--- config.mk ---
export PLATFORM = sky130hd
export DESIGN_NAME = savr_front
export DESIGN_NICKNAME = d
export VERILOG_FILES = /design/src/rtl/core/savr_pkg.sv /design/src/rtl/core/savr_front.sv
export SDC_FILE = /design/constraint.sdc
export NUM_CORES = 1
export LEC_CHECK = 0
export CAP_MARGIN = 25
export CORE_MARGIN = 5
export CORE_UTILIZATION = 65
export DETAILED_ROUTE_END_ITERATION = 7
export DONT_BUFFER_PORTS = 1
export GPL_TIMING_DRIVEN = 0
export PLACE_DENSITY_LB_ADDON = 0.1
export RECOVER_POWER = 50
export SLEW_MARGIN = 40
export SYNTH_ARGS = -nofsm -noshare
export SYNTH_HDL_FRONTEND = slang
export SYNTH_SLANG_ARGS = --single-unit
export TNS_END_PERCENT = 10
--- constraint.sdc ---
create_clock -name clk -period 2.6 [get_ports clk]
set_input_delay 0 -clock clk [delete_from_list [all_inputs] [get_ports clk]]
set_output_delay 0 -clock clk [all_outputs]
set_load 0.02 [all_outputs]
--- src/rtl/core/savr_pkg.sv ---
// Package for the serial attribute video raster block.
// Holds shared constants, types and the pixel expansion function; no dependencies.
package savr_pkg;
  localparam int MemAddrBits  = 16;
  localparam int CellsPerLine = 40;
  localparam int CellBits     = 6;

  localparam logic CMD_WRITE  = 1'b0;
  localparam logic CMD_RASTER = 1'b1;

  localparam logic [1:0] REG_HSCR = 2'd0;
  localparam logic [1:0] REG_HCHR = 2'd1;
  localparam logic [1:0] REG_TSCR = 2'd2;
  localparam logic [1:0] REG_TCHR = 2'd3;

  localparam logic [1:0] ATTR_FG   = 2'd0;
  localparam logic [1:0] ATTR_TEXT = 2'd1;
  localparam logic [1:0] ATTR_BG   = 2'd2;
  localparam logic [1:0] ATTR_MODE = 2'd3;

  // Job handed from the front to the back.
  typedef struct packed {
    logic                   is_write;
    logic [MemAddrBits-1:0] addr;
    logic [7:0]             data;
  } savr_job_t;

  typedef enum logic [2:0] {
    ST_IDLE, ST_SCR, ST_CHR, ST_EMIT, ST_OUTW
  } savr_state_t;

  typedef struct packed {
    logic [17:0] pixels;
    logic [7:0]  line;
    logic [5:0]  column;
    logic        visible;
    logic        frame_start;
    logic        last;
  } savr_res_t;

  function automatic logic [17:0] make_pixels(input logic [5:0] bits,
                                              input logic [2:0] fg,
                                              input logic [2:0] bg);
    logic [17:0] px;
    px = '0;
    for (int i = 0; i < 6; i++) begin
      px[17-3*i -: 3] = bits[5-i] ? fg : bg;
    end
    return px;
  endfunction
endpackage

--- src/rtl/core/savr_front.sv ---
// Front end: accepts input items and queues them as jobs.
// Depends on savr_pkg.
module savr_front import savr_pkg::*; (
  input  logic                   clk,
  input  logic                   rst_n,
  input  logic                   in_valid,
  output logic                   in_ready,
  input  logic                   in_cmd,
  input  logic [15:0]            in_mem_addr,
  input  logic [7:0]             in_mem_data,
  output logic                   q_valid,
  input  logic                   q_ready,
  output savr_job_t              q_job
);
  savr_job_t  slot_r [2];
  logic [1:0] cnt_r, cnt_nxt;
  logic       wp_r, rp_r;
  logic       push, pop;

  assign in_ready = (cnt_r != 2'd2);
  assign push     = in_valid && in_ready;
  assign q_valid  = (cnt_r != 2'd0);
  assign pop      = q_valid && q_ready;
  assign q_job    = slot_r[rp_r];

  always_comb begin
    cnt_nxt = cnt_r;
    if (push && !pop) cnt_nxt = cnt_r + 2'd1;
    else if (pop && !push) cnt_nxt = cnt_r - 2'd1;
  end

  always_ff @(posedge clk) begin
    if (!rst_n) begin
      cnt_r <= '0;
      wp_r  <= 1'b0;
      rp_r  <= 1'b0;
    end else begin
      cnt_r <= cnt_nxt;
      if (push) wp_r <= ~wp_r;
      if (pop)  rp_r <= ~rp_r;
    end
  end

  always_ff @(posedge clk) begin
    if (push) begin
      slot_r[wp_r].is_write <= (in_cmd == CMD_WRITE);
      slot_r[wp_r].addr     <= in_mem_addr[MemAddrBits-1:0];
      slot_r[wp_r].data     <= in_mem_data;
    end
  end
endmodule

==> flow_metrics.tcl, run 1 <==
set metrics [dict create \
    first_global_vias 1062 \
    fillers 172 \
    final_common_cell "edfxtp_1" \
    slew-limit-headroom 0.6138 \
    grt_antenna_before_repair 0 \
    setup_viols_final 0 \
    number_of_cells_on_the_worst_hold_path 4 \
    grt-ovfl-total 0 \
    grt_usage 0.1686 \
    finalCritPeriodShare 0.7008 \
    dp_hpwl_mm 2.045 \
    drive_above_1_share 0.2086 \
    complex_gate_fraction_of_the_synthesized_area 0.01711 \
    wl_met2_mm 1.729 \
    antenna_left 0 \
    core_area_um2 3028 \
    clock_path_buffers 2 \
    worst_pin_slew_ns 0.5794 \
    synth-simple-area-share 0.03178 \
    worstPathMaxFanout 5 \
    final_core_util 0.8033 \
    maxCapViolCount 0 \
    tritoncts.num_buffers 5 \
    finish.net_count 168 \
    wl_met3_um 256 \
    synth_cells 103 \
    clock_skew_ns 0.01039 \
    worst-r2r-cell-count 5 \
    peakVddDrop_mv 0.6017 \
    global_route_wire_length_before_repair_mm 5.078 \
    synth_mux_area_frac 0.1375 \
    die_w_um 66.12 \
    min-delay-start "in_valid" \
    buffer_count_from_post_cts_setup_fixing 0 \
    adder_and_majority_gate_portion_of_the_synthesized_area 0.006112 \
    initial_core_util 0.6760 \
    grt_start_max_net_pins 26 \
    syn-cell-area_um2 2047 \
    numPlacedInstances 147 \
    timing.critical_path.arrival_ns 2.13 \
    route.detailed.drc 0 \
    clock_slew_at_reported_path_ffs_ns 0.14 \
    vias 981 \
    finalNonFillerCells 183 \
    cts_resized 0 \
    synth_top_family_by_area "multiplexers" \
    cp_data_required_time_ns 2.91 \
    cellLeakagePower_nw 0.8283 \
    worst_skew_late_latency_ns 0.36 \
    setup_total_negative_slack_ns 0 \
    rsz0062_at_grt "false" \
    dr.pass1.iters 4 \
    via_per_inst 5.361 \
    top_signal_layer_used "met4" \
    outcome "finished clean" \
    synth.yosys.seq_area_share 0.7824 \
    crit-reg2reg-capture "cnt_r[1]$_SDFFE_PN0P_" \
    route.final.wire_length_mm 3.310 \
    top_library_cells_by_usage_in_the_layout_fill_and_taps_aside "edfxtp_1, dlygate4sd3_1, mux2_2, mux2_1" \
    area_share_of_xor_xnor_cells_in_the_synthesized_design 0.01284 \
    ys_types 20 \
    finalWorstPathRequiredPeriod_ns 1.822 \
    dieArea_um2 4371 \
    achievable-frequency_ghz 0.5488 \
    reg2reg_setup_slack_ns 0.78 \
    area_delta_synth_final_pct 18.83 \
    fp-row-count 20 \
    synth_warnings 0 \
    hold_path_class "in -> reg" \
    min_delay_endpoint "cnt_r[1]$_SDFFE_PN0P_" \
    clock_sink_count 55 \
    worst_setup_start_kind "flop" \
    cts_tree "yes" \
    cts_htree_levels 2 \
    regToRegStartpoint "cnt_r[0]$_SDFFE_PN0P_" \
    port-buffer-count 0 \
    timing_max_transition_violations_final 0 \
    worst_setup_path_type "reg -> reg" \
    die_h_um 66.12 \
    floorplan.io_pins 56 \
    hold_violations 0 \
    num_antenna_cells 0 \
    drt_iter0_drc 14 \
    drt-wirelength-per-cell_um 18.09 \
    syn_area_per_cell_um2 19.87 \
    synth.ff_latch_count 55 \
    wl_met1_mm 1.278 \
    cts_root_buffer "clkbuf_4" \
    syn-num-nets 133 \
    gpl.final_weighted_congestion 0.6002 \
    p_per_area_nw_per_um2 877.2 \
    end_kind "flop" \
]
worst max-delay path: stages (launching register included):
cell      delay, ns
dfxtp_1        0.38
nand2b_1       0.31
and2_0         0.25
ha_1           0.34
or3_1          0.35
a21boi_1       0.14
how the worst max path moves through the flow:
stage	startpoint	endpoint	slack, ns	cells after the start
6_report	cnt_r[0]$_SDFFE_PN0P_	cnt_r[1]$_SDFFE_PN0P_	0.78	5
3_3_place_gp	cnt_r[0]$_SDFFE_PN0P_	slot_r[1][1]$_DFFE_PP_	0.64	2
4_1_cts	cnt_r[0]$_SDFFE_PN0P_	cnt_r[1]$_SDFFE_PN0P_	0.96	5
3_5_place_dp	cnt_r[0]$_SDFFE_PN0P_	cnt_r[1]$_SDFFE_PN0P_	0.99	5
2_1_floorplan	cnt_r[0]$_SDFFE_PN0P_	slot_r[1][0]$_DFFE_PP_	0.94	2
5_1_grt	flop	q_job[19]	0.63	3
synthesized netlist by cell type:
library cell / count / area share
edfxtp_1: 50 / 0.73
mux2_2: 25 / 0.14
dfxtp_1: 5 / 0.049
and2_1: 4 / 0.012
buf_2: 2 / 0.0049
inv_1: 2 / 0.0037
xnor2_1: 2 / 0.0086
a21bo_2: 1 / 0.0049
a21boi_0: 1 / 0.0037
a21boi_1: 1 / 0.0037
and3_1: 1 / 0.0031
buf_4: 1 / 0.0037
ha_1: 1 / 0.0061
nand2b_4: 1 / 0.0067
nand3b_1: 1 / 0.0037
o21ai_0: 1 / 0.0024
o21ai_1: 1 / 0.0024
or2_2: 1 / 0.0031
or3_1: 1 / 0.0031
xor2_1: 1 / 0.0043
metal layers:
| layer | up-vias | global-route usage |
|---|---|---|
| li1 | 460 | - |
| met1 | 479 | 0.1673 |
| met2 | 38 | 0.2912 |
| met3 | 4 | 0.09014 |
| met4 | 0 | 0.06853 |
| met5 | - | 0 |
kinds of logic after synthesis:
| family | count (synthesis) |
|---|---|
| adder cells (fa/ha/maj) | 1 |
| flip-flops | 55 |
| multiplexers | 25 |
| AND/OR/NAND/NOR | 9 |
| AO/OA/AOI/OAI | 5 |
| buffers and inverters | 5 |
| XOR/XNOR | 3 |
stage by stage:
stage / instance area (µm²) / worst slack (ns) / power [mW] / hold WS [ns]
after floorplan: 2047 / 0.9378 / 1.698 / 0.09887
after global placement: 2102 / 0.6350 / 1.771 / 0.09896
after detailed placement: 2103 / 0.9890 / 1.788 / 0.09896
after CTS: 2434 / 0.9602 / 2.182 / 0.007852
after global routing: 2432 / 0.6334 / 2.251 / 0.1115
final: 2432 / 0.7779 / 2.134 / 0.1515
state kept, by name, summed over array words and instances, names as in the netlist, named ones only:
signal,cells
slot_r,50
cnt_r,2
rp_r,1
wp_r,1
final cells by class:
type                            count  area [µm²]  area share
Sequential cell                    55        1602      0.6584
Multi-Input combinational cell     43       414.1      0.1703
Timing Repair Buffer               28       280.3      0.1152
Clock buffer                        7       55.05     0.02263
Tap cell                           44       55.05     0.02263
Buffer                              3       13.76    0.005658
Inverter                            2       7.507    0.003086
Clock inverter                      1       5.005    0.002058
power by group:
part | internal, mW | switching, mW | leakage (nW) | total, mW
Clock | 0.132 | 0.234 | 0.0353 | 0.366
Combinational | 0.222 | 0.397 | 0.285 | 0.619
Sequential | 1.11 | 0.0404 | 0.508 | 1.15
Total | 1.46 | 0.671 | 0.828 | 2.13
what timing repair did:
action,CTS,global route
endpoints found under the setup margin,0,0
hold buffers,27,1
hold endpoints to repair,55,2
(Power assumes the default switching activity.)
==> run 2, diff against run 1 <==
--- a/config.mk
+++ b/config.mk
@@ -5,9 +5,10 @@
 export SDC_FILE = /design/constraint.sdc
 export NUM_CORES = 1
 export LEC_CHECK = 0
+export ABC_AREA = 1
 export CAP_MARGIN = 25
 export CORE_MARGIN = 5
-export CORE_UTILIZATION = 65
+export CORE_UTILIZATION = 61
 export DETAILED_ROUTE_END_ITERATION = 7
 export DONT_BUFFER_PORTS = 1
 export GPL_TIMING_DRIVEN = 0
==> constraint.sdc (replaced) <==
create_clock -name clk -period 1.8 [get_ports clk]
set_input_delay 0 -clock clk [delete_from_list [all_inputs] [get_ports clk]]
set_output_delay 0 -clock clk [all_outputs]
set_load 0.02 [all_outputs]
==> flow_metrics.tcl, run 2 <==
set metrics [dict create \
    outcome "finished clean" \
    gpl.final_weighted_congestion 0.7112 \
    finalWorstPathRequiredPeriod_ns 1.711 \
    fillers 196 \
    via_per_inst 5.254 \
    tritoncts.num_buffers 5 \
    hold_violations 0 \
    reg.largest.list "slot_r (50), cnt_r (2)" \
    worstPathMaxFanout 13 \
    timing.critical_path.arrival_ns 1.80 \
    final_core_util 0.7770 \
    p_clk_frac 0.190 \
    cell_internal_pwr_mw 2.331 \
    area_delta_synth_final_pct 22.17 \
    wl_met2_mm 1.886 \
    worst_setup_start_kind "flop" \
    route.detailed.drc 0 \
    yosysTopAreaCell "edfxtp_1" \
    top_library_cells_by_usage_in_the_layout_fill_and_taps_aside "edfxtp_1, dlygate4sd3_1, mux2_4, nand2_1, inv_1" \
    drt-wirelength-per-cell_um 17.25 \
    top_signal_layer_used "met4" \
    vias 1077 \
    dpl-instance-area_um2 2258 \
    clock_sink_count 55 \
    worst_skew_late_latency_ns 0.36 \
    dp_hpwl_mm 2.330 \
    slew-limit-headroom 0.7228 \
    antenna_left 0 \
    worst_pin_slew_ns 0.4148 \
    netlist.area_leader.share 0.6965 \
    wl_met3_um 237 \
    critical-path-slowest-cell "dfxtp_1" \
    finish.net_count 188 \
    synth_async_sr_flop_share 0 \
    registers.top_by_ff_count "slot_r" \
    synthFlopType "edfxtp_1" \
    fp-row-count 21 \
    dr.pass1.iters 4 \
    floorplan.io_pins 56 \
    detailedPlace.worstSlack_ns 0.1092 \
    grt_start_max_net_pins 17 \
    critical-path-top-delay-family "simple AND/OR/NAND/NOR gates" \
    core_area_um2 3390 \
    cp_data_required_time_ns 1.89 \
    fin_area_um2 2634 \
    worst_setup_path_type "reg -> reg" \
    synth_warnings 0 \
    finalNonFillerCells 205 \
    synth-edff-count 50 \
    drt_iter0_drc 35 \
    synth.cells.most_frequent "edfxtp_1, mux2_4, inv_1, nand2_1, nor2_1" \
    cts_htree_levels 2 \
    top_count_cell_post_synth "edfxtp_1" \
    timing_max_transition_violations_final 0 \
    final_common_cell "edfxtp_1" \
    p_per_area_nw_per_um2 1290 \
    syn-num-nets 146 \
    synth.area.top_cells "edfxtp_1, mux2_4, dfxtp_1, mux2_2, buf_12" \
    global_route_wire_length_before_repair_mm 5.430 \
    timing.critical_path.buf_inv 2 \
    clock_skew_ns 0.005530 \
    power_frac_comb 0.314 \
    clock_path_buffers 2 \
    synth_cells 116 \
    end_kind "flop" \
    maxCapViolCount 0 \
    initial_core_util 0.6360 \
    cts_root_buffer "clkbuf_4" \
    grt_usage 0.1487 \
    largest_reg_flops 50 \
    seq_power_share 0.496 \
    ys_types 17 \
    peakVddDrop_mv 0.8235 \
    rsz0062_at_grt "false" \
    timing.critical_path.slowest_cell_delay_ns 0.42 \
    dieArea_um2 4823 \
    route.final.wire_length_mm 3.537 \
    grt_antenna_before_repair 0 \
    netSwitchingPower_mw 1.065 \
    syn_area_per_cell_um2 18.58 \
    synth.yosys.seq_area_share 0.7429 \
    achievable-frequency_ghz 0.5846 \
    die_h_um 69.45 \
    cts_tree "yes" \
    cellLeakagePower_nw 0.9828 \
    grt-ovfl-total 0 \
    hold_path_class "in -> reg" \
    layout_setup_ws_ns 0.08931 \
    setup_viols_final 0 \
    wl_met1_mm 1.365 \
    synth.ff_latch_count 55 \
    finalCritPeriodShare 0.9504 \
    numPlacedInstances 164 \
    clock_slew_at_reported_path_ffs_ns 0.15 \
    syn-cell-area_um2 2156 \
    first_global_vias 1161 \
    power_switching_share 0.3137 \
    port-buffer-count 0 \
    num_antenna_cells 0 \
    die_w_um 69.45 \
    critical_path.cell_chain "inv_2 > nand2_1 > nand2_2 > nor2_4 > buf_8" \
    drive_above_1_share 0.2516 \
]
[run 2: layout make-up]
class / instances / area (µm²) / share of cell area
Clock buffer: 5 / 37.54 / 0.01425
Clock inverter: 3 / 38.79 / 0.01473
Sequential cell: 55 / 1602 / 0.6081
Multi-Input combinational cell: 49 / 480.5 / 0.1824
Inverter: 9 / 33.78 / 0.01283
Timing Repair Buffer: 35 / 347.8 / 0.1321
Tap cell: 46 / 57.56 / 0.02185
Buffer: 3 / 36.28 / 0.01378
[run 2: path summary, 6_finish.rpt]
check | start | to | slack, ns | cells past startpoint
worst max-delay path | cnt_r[0]$_SDFFE_PN0P_ | slot_r[0][0]$_DFFE_PP_ | 0.09 | 5
worst min-delay path | in_mem_addr[12] | slot_r[0][20]$_DFFE_PP_ | 0.28 | 1
worst max register to register | cnt_r[0]$_SDFFE_PN0P_ | slot_r[0][0]$_DFFE_PP_ | 0.09 | 5
worst min register to register | rp_r$_SDFFE_PN0P_ | flop | 0.54 | 2
[run 2: repair_timing]
item,CTS,global route
buffers inserted,0,5
endpoints found under the setup margin,0,1
endpoints found under the hold margin,55,0
gates resized for setup,0,0
hold buffers,28,0
[run 2: power by group through the flow]
stage	Sequential (mW)	Combinational, mW	Clock, mW
final	1.68	1.07	0.646
after global routing	1.70	1.14	0.714
after CTS	1.68	1.09	0.645
after detailed placement	1.72	1.03	0
after global placement	1.71	0.956	0
after floorplan	1.70	0.866	0
[run 2: layer usage]
layer	up-vias	GRT usage
met4	0	0.06508
met3	6	0.05362
met1	520	0.1506
li1	509	-
met2	42	0.2712
met5	-	0
[run 2: cells by family (layout without fill, tap and decap cells)]
| group | Yosys count | after routing | synth area share |
|---|---|---|---|
| DFF | 55 | 55 | 0.7429 |
| muxes | 25 | 25 | 0.1654 |
| and+or+nand+nor | 19 | 19 | 0.03599 |
| buffers and inverters | 12 | 55 | 0.03947 |
| AOI/OAI and AO/OA | 4 | 4 | 0.01045 |
| adders and majority gates | 1 | 1 | 0.005803 |
[run 2: through the flow]
step / hold WS, ns / power [mW] / TNS (ns)
2_1_floorplan: 0.09887 / 2.562 / -18.30
6_report: 0.2843 / 3.397 / 0
3_3_place_gp: 0.09896 / 2.664 / -45.89
3_5_place_dp: 0.09896 / 2.745 / 0
4_1_cts: 0.2634 / 3.418 / 0
5_1_grt: 0.2533 / 3.550 / 0
==> run 3, diff against run 2 <==
--- a/config.mk
+++ b/config.mk
@@ -14,6 +14,7 @@
 export GPL_TIMING_DRIVEN = 0
 export PLACE_DENSITY_LB_ADDON = 0.1
 export RECOVER_POWER = 50
+export REMOVE_ABC_BUFFERS = 1
 export SLEW_MARGIN = 40
 export SYNTH_ARGS = -nofsm -noshare
 export SYNTH_HDL_FRONTEND = slang
==> flow_metrics.tcl, run 3 (synthesized netlist as in run 2, its figures left out) <==
set metrics [dict create \
    die_w_um 69.45 \
    cts_root_buffer "clkbuf_4" \
    finalNonFillerCells 197 \
    finish.net_count 181 \
    port-buffer-count 0 \
    dpl-instance-area_um2 2236 \
    via_per_inst 5.239 \
    tritoncts.num_buffers 5 \
    drt_iter0_drc 39 \
    reg.largest.list "slot_r (50), cnt_r (2)" \
    setup_viols_final 0 \
    rsz0062_at_grt "false" \
    worst_setup_path_startpoint "cnt_r[0]$_SDFFE_PN0P_" \
    finalPower_mw 3.278 \
    holdBufCountCts 28 \
    hold_violations 0 \
    route.detailed.drc 0 \
    worst_skew_late_latency_ns 0.36 \
    worst-r2r-cell-count 5 \
    gpl.final_weighted_congestion 0.6998 \
    clock_path_buffers 2 \
    cp_data_required_time_ns 1.88 \
    outcome "finished clean" \
    end_kind "flop" \
    setup.worst_path.end "slot_r[1][23]$_DFFE_PP_" \
    worstPathMaxFanout 13 \
    final_common_cell "edfxtp_1" \
    worst_pin_slew_ns 0.4338 \
    timing.critical_path.arrival_ns 1.76 \
    setup_total_negative_slack_ns 0 \
    clock_skew_ns 0.01008 \
    crit-reg2reg-capture "slot_r[1][23]$_DFFE_PP_" \
    worst_setup_start_kind "flop" \
    initial_core_util 0.6360 \
    route.final.wire_length_mm 3.431 \
    cts_htree_levels 2 \
    fin_area_um2 2557 \
    dieArea_um2 4823 \
    largest_reg_flops 50 \
    critical_path.cell_chain "inv_2 > nand2_1 > nand2_2 > nor2_4 > buf_8" \
    slew-limit-headroom 0.7101 \
    timing_max_transition_violations_final 0 \
    whs_ns 0.2890 \
    fp-row-count 21 \
    vias 1032 \
    die_h_um 69.45 \
    achievable-frequency_ghz 0.5940 \
    regToRegStartpoint "cnt_r[0]$_SDFFE_PN0P_" \
    dp_hpwl_mm 2.264 \
    global_route_wire_length_before_repair_mm 5.333 \
    antenna_left 0 \
    timing.critical_path.slowest_cell_delay_ns 0.39 \
    dr.pass1.iters 7 \
    buffer_count_from_post_cts_setup_fixing 0 \
    area_delta_synth_final_pct 18.63 \
    grt-ovfl-total 0 \
    numPlacedInstances 162 \
    worst_setup_path_type "reg -> reg" \
    finalCritPeriodShare 0.9353 \
    clock_sink_count 55 \
    first_global_vias 1121 \
    p_per_area_nw_per_um2 1282 \
    layout_setup_ws_ns 0.1165 \
    maxCapViolCount 0 \
    hold_path_class "in -> reg" \
    detailedPlace.worstSlack_ns 0.1086 \
    cellLeakagePower_nw 0.9162 \
    grt_start_max_net_pins 17 \
    core_area_um2 3390 \
    reg2reg_setup_slack_ns 0.12 \
    drt-wirelength-per-cell_um 17.42 \
    registers.top_by_ff_count "slot_r" \
    finalWorstPathRequiredPeriod_ns 1.684 \
    grt_antenna_before_repair 0 \
    top_library_cells_by_usage_in_the_layout_fill_and_taps_aside "edfxtp_1, dlygate4sd3_1, mux2_4, mux2_1" \
    cts_tree "yes" \
    cts_resized 0 \
    floorplan.io_pins 56 \
    num_antenna_cells 0 \
    clock_slew_at_reported_path_ffs_ns 0.13 \
    drive_above_1_share 0.1987 \
    peakVddDrop_mv 0.8592 \
    critical-path-slowest-cell "dfxtp_1" \
    grt_usage 0.1476 \
    final_core_util 0.7545 \
]
## run 3: area by class of cell
cell class,count,area (µm²)
Clock buffer,5,37.54
Clock inverter,2,37.54
Fill cell,194,832.0
Inverter,9,33.78
Multi-Input combinational cell,49,450.4
Sequential cell,55,1603
Tap cell,46,57.56
Timing Repair Buffer,31,337.8
## run 3: where the power goes
part,leakage (nW),switching [mW],internal [mW]
Combinational,0.371,0.582,0.363
Clock,0.0373,0.332,0.285
Sequential,0.508,0.101,1.62
Total,0.916,1.01,2.26
## run 3: routing by layer
layer,wire length (µm),track usage
met1,1330,0.1442
met2,1844,0.2701
met3,204,0.06377
met4,52,0.05857
met5,0,0
## run 3: worst min path at each step
| stage | start | slack, ns | end | cells after the start |
|---|---|---|---|---|
| floorplan | in_mem_data[0] | 0.1 | slot_r[0][0]$_DFFE_PP_ | 0 |
| CTS | in_mem_addr[9] | 0.26 | slot_r[0][17]$_DFFE_PP_ | 1 |
| global route | in_mem_data[6] | 0.25 | slot_r[0][6]$_DFFE_PP_ | 1 |
| finish | in_mem_addr[11] | 0.29 | slot_r[0][19]$_DFFE_PP_ | 1 |
| detailed placement | in_mem_addr[11] | 0.1 | slot_r[1][19]$_DFFE_PP_ | 0 |
| global placement | in_mem_addr[9] | 0.1 | slot_r[1][17]$_DFFE_PP_ | 0 |
## run 3: worst max-delay path, delay by kind of cell, from the launching register on
kind / cells / cell delay [ns]
buffers and inverters: 2 / 0.29
and+or+nand+nor: 3 / 0.72
DFF: 1 / 0.39
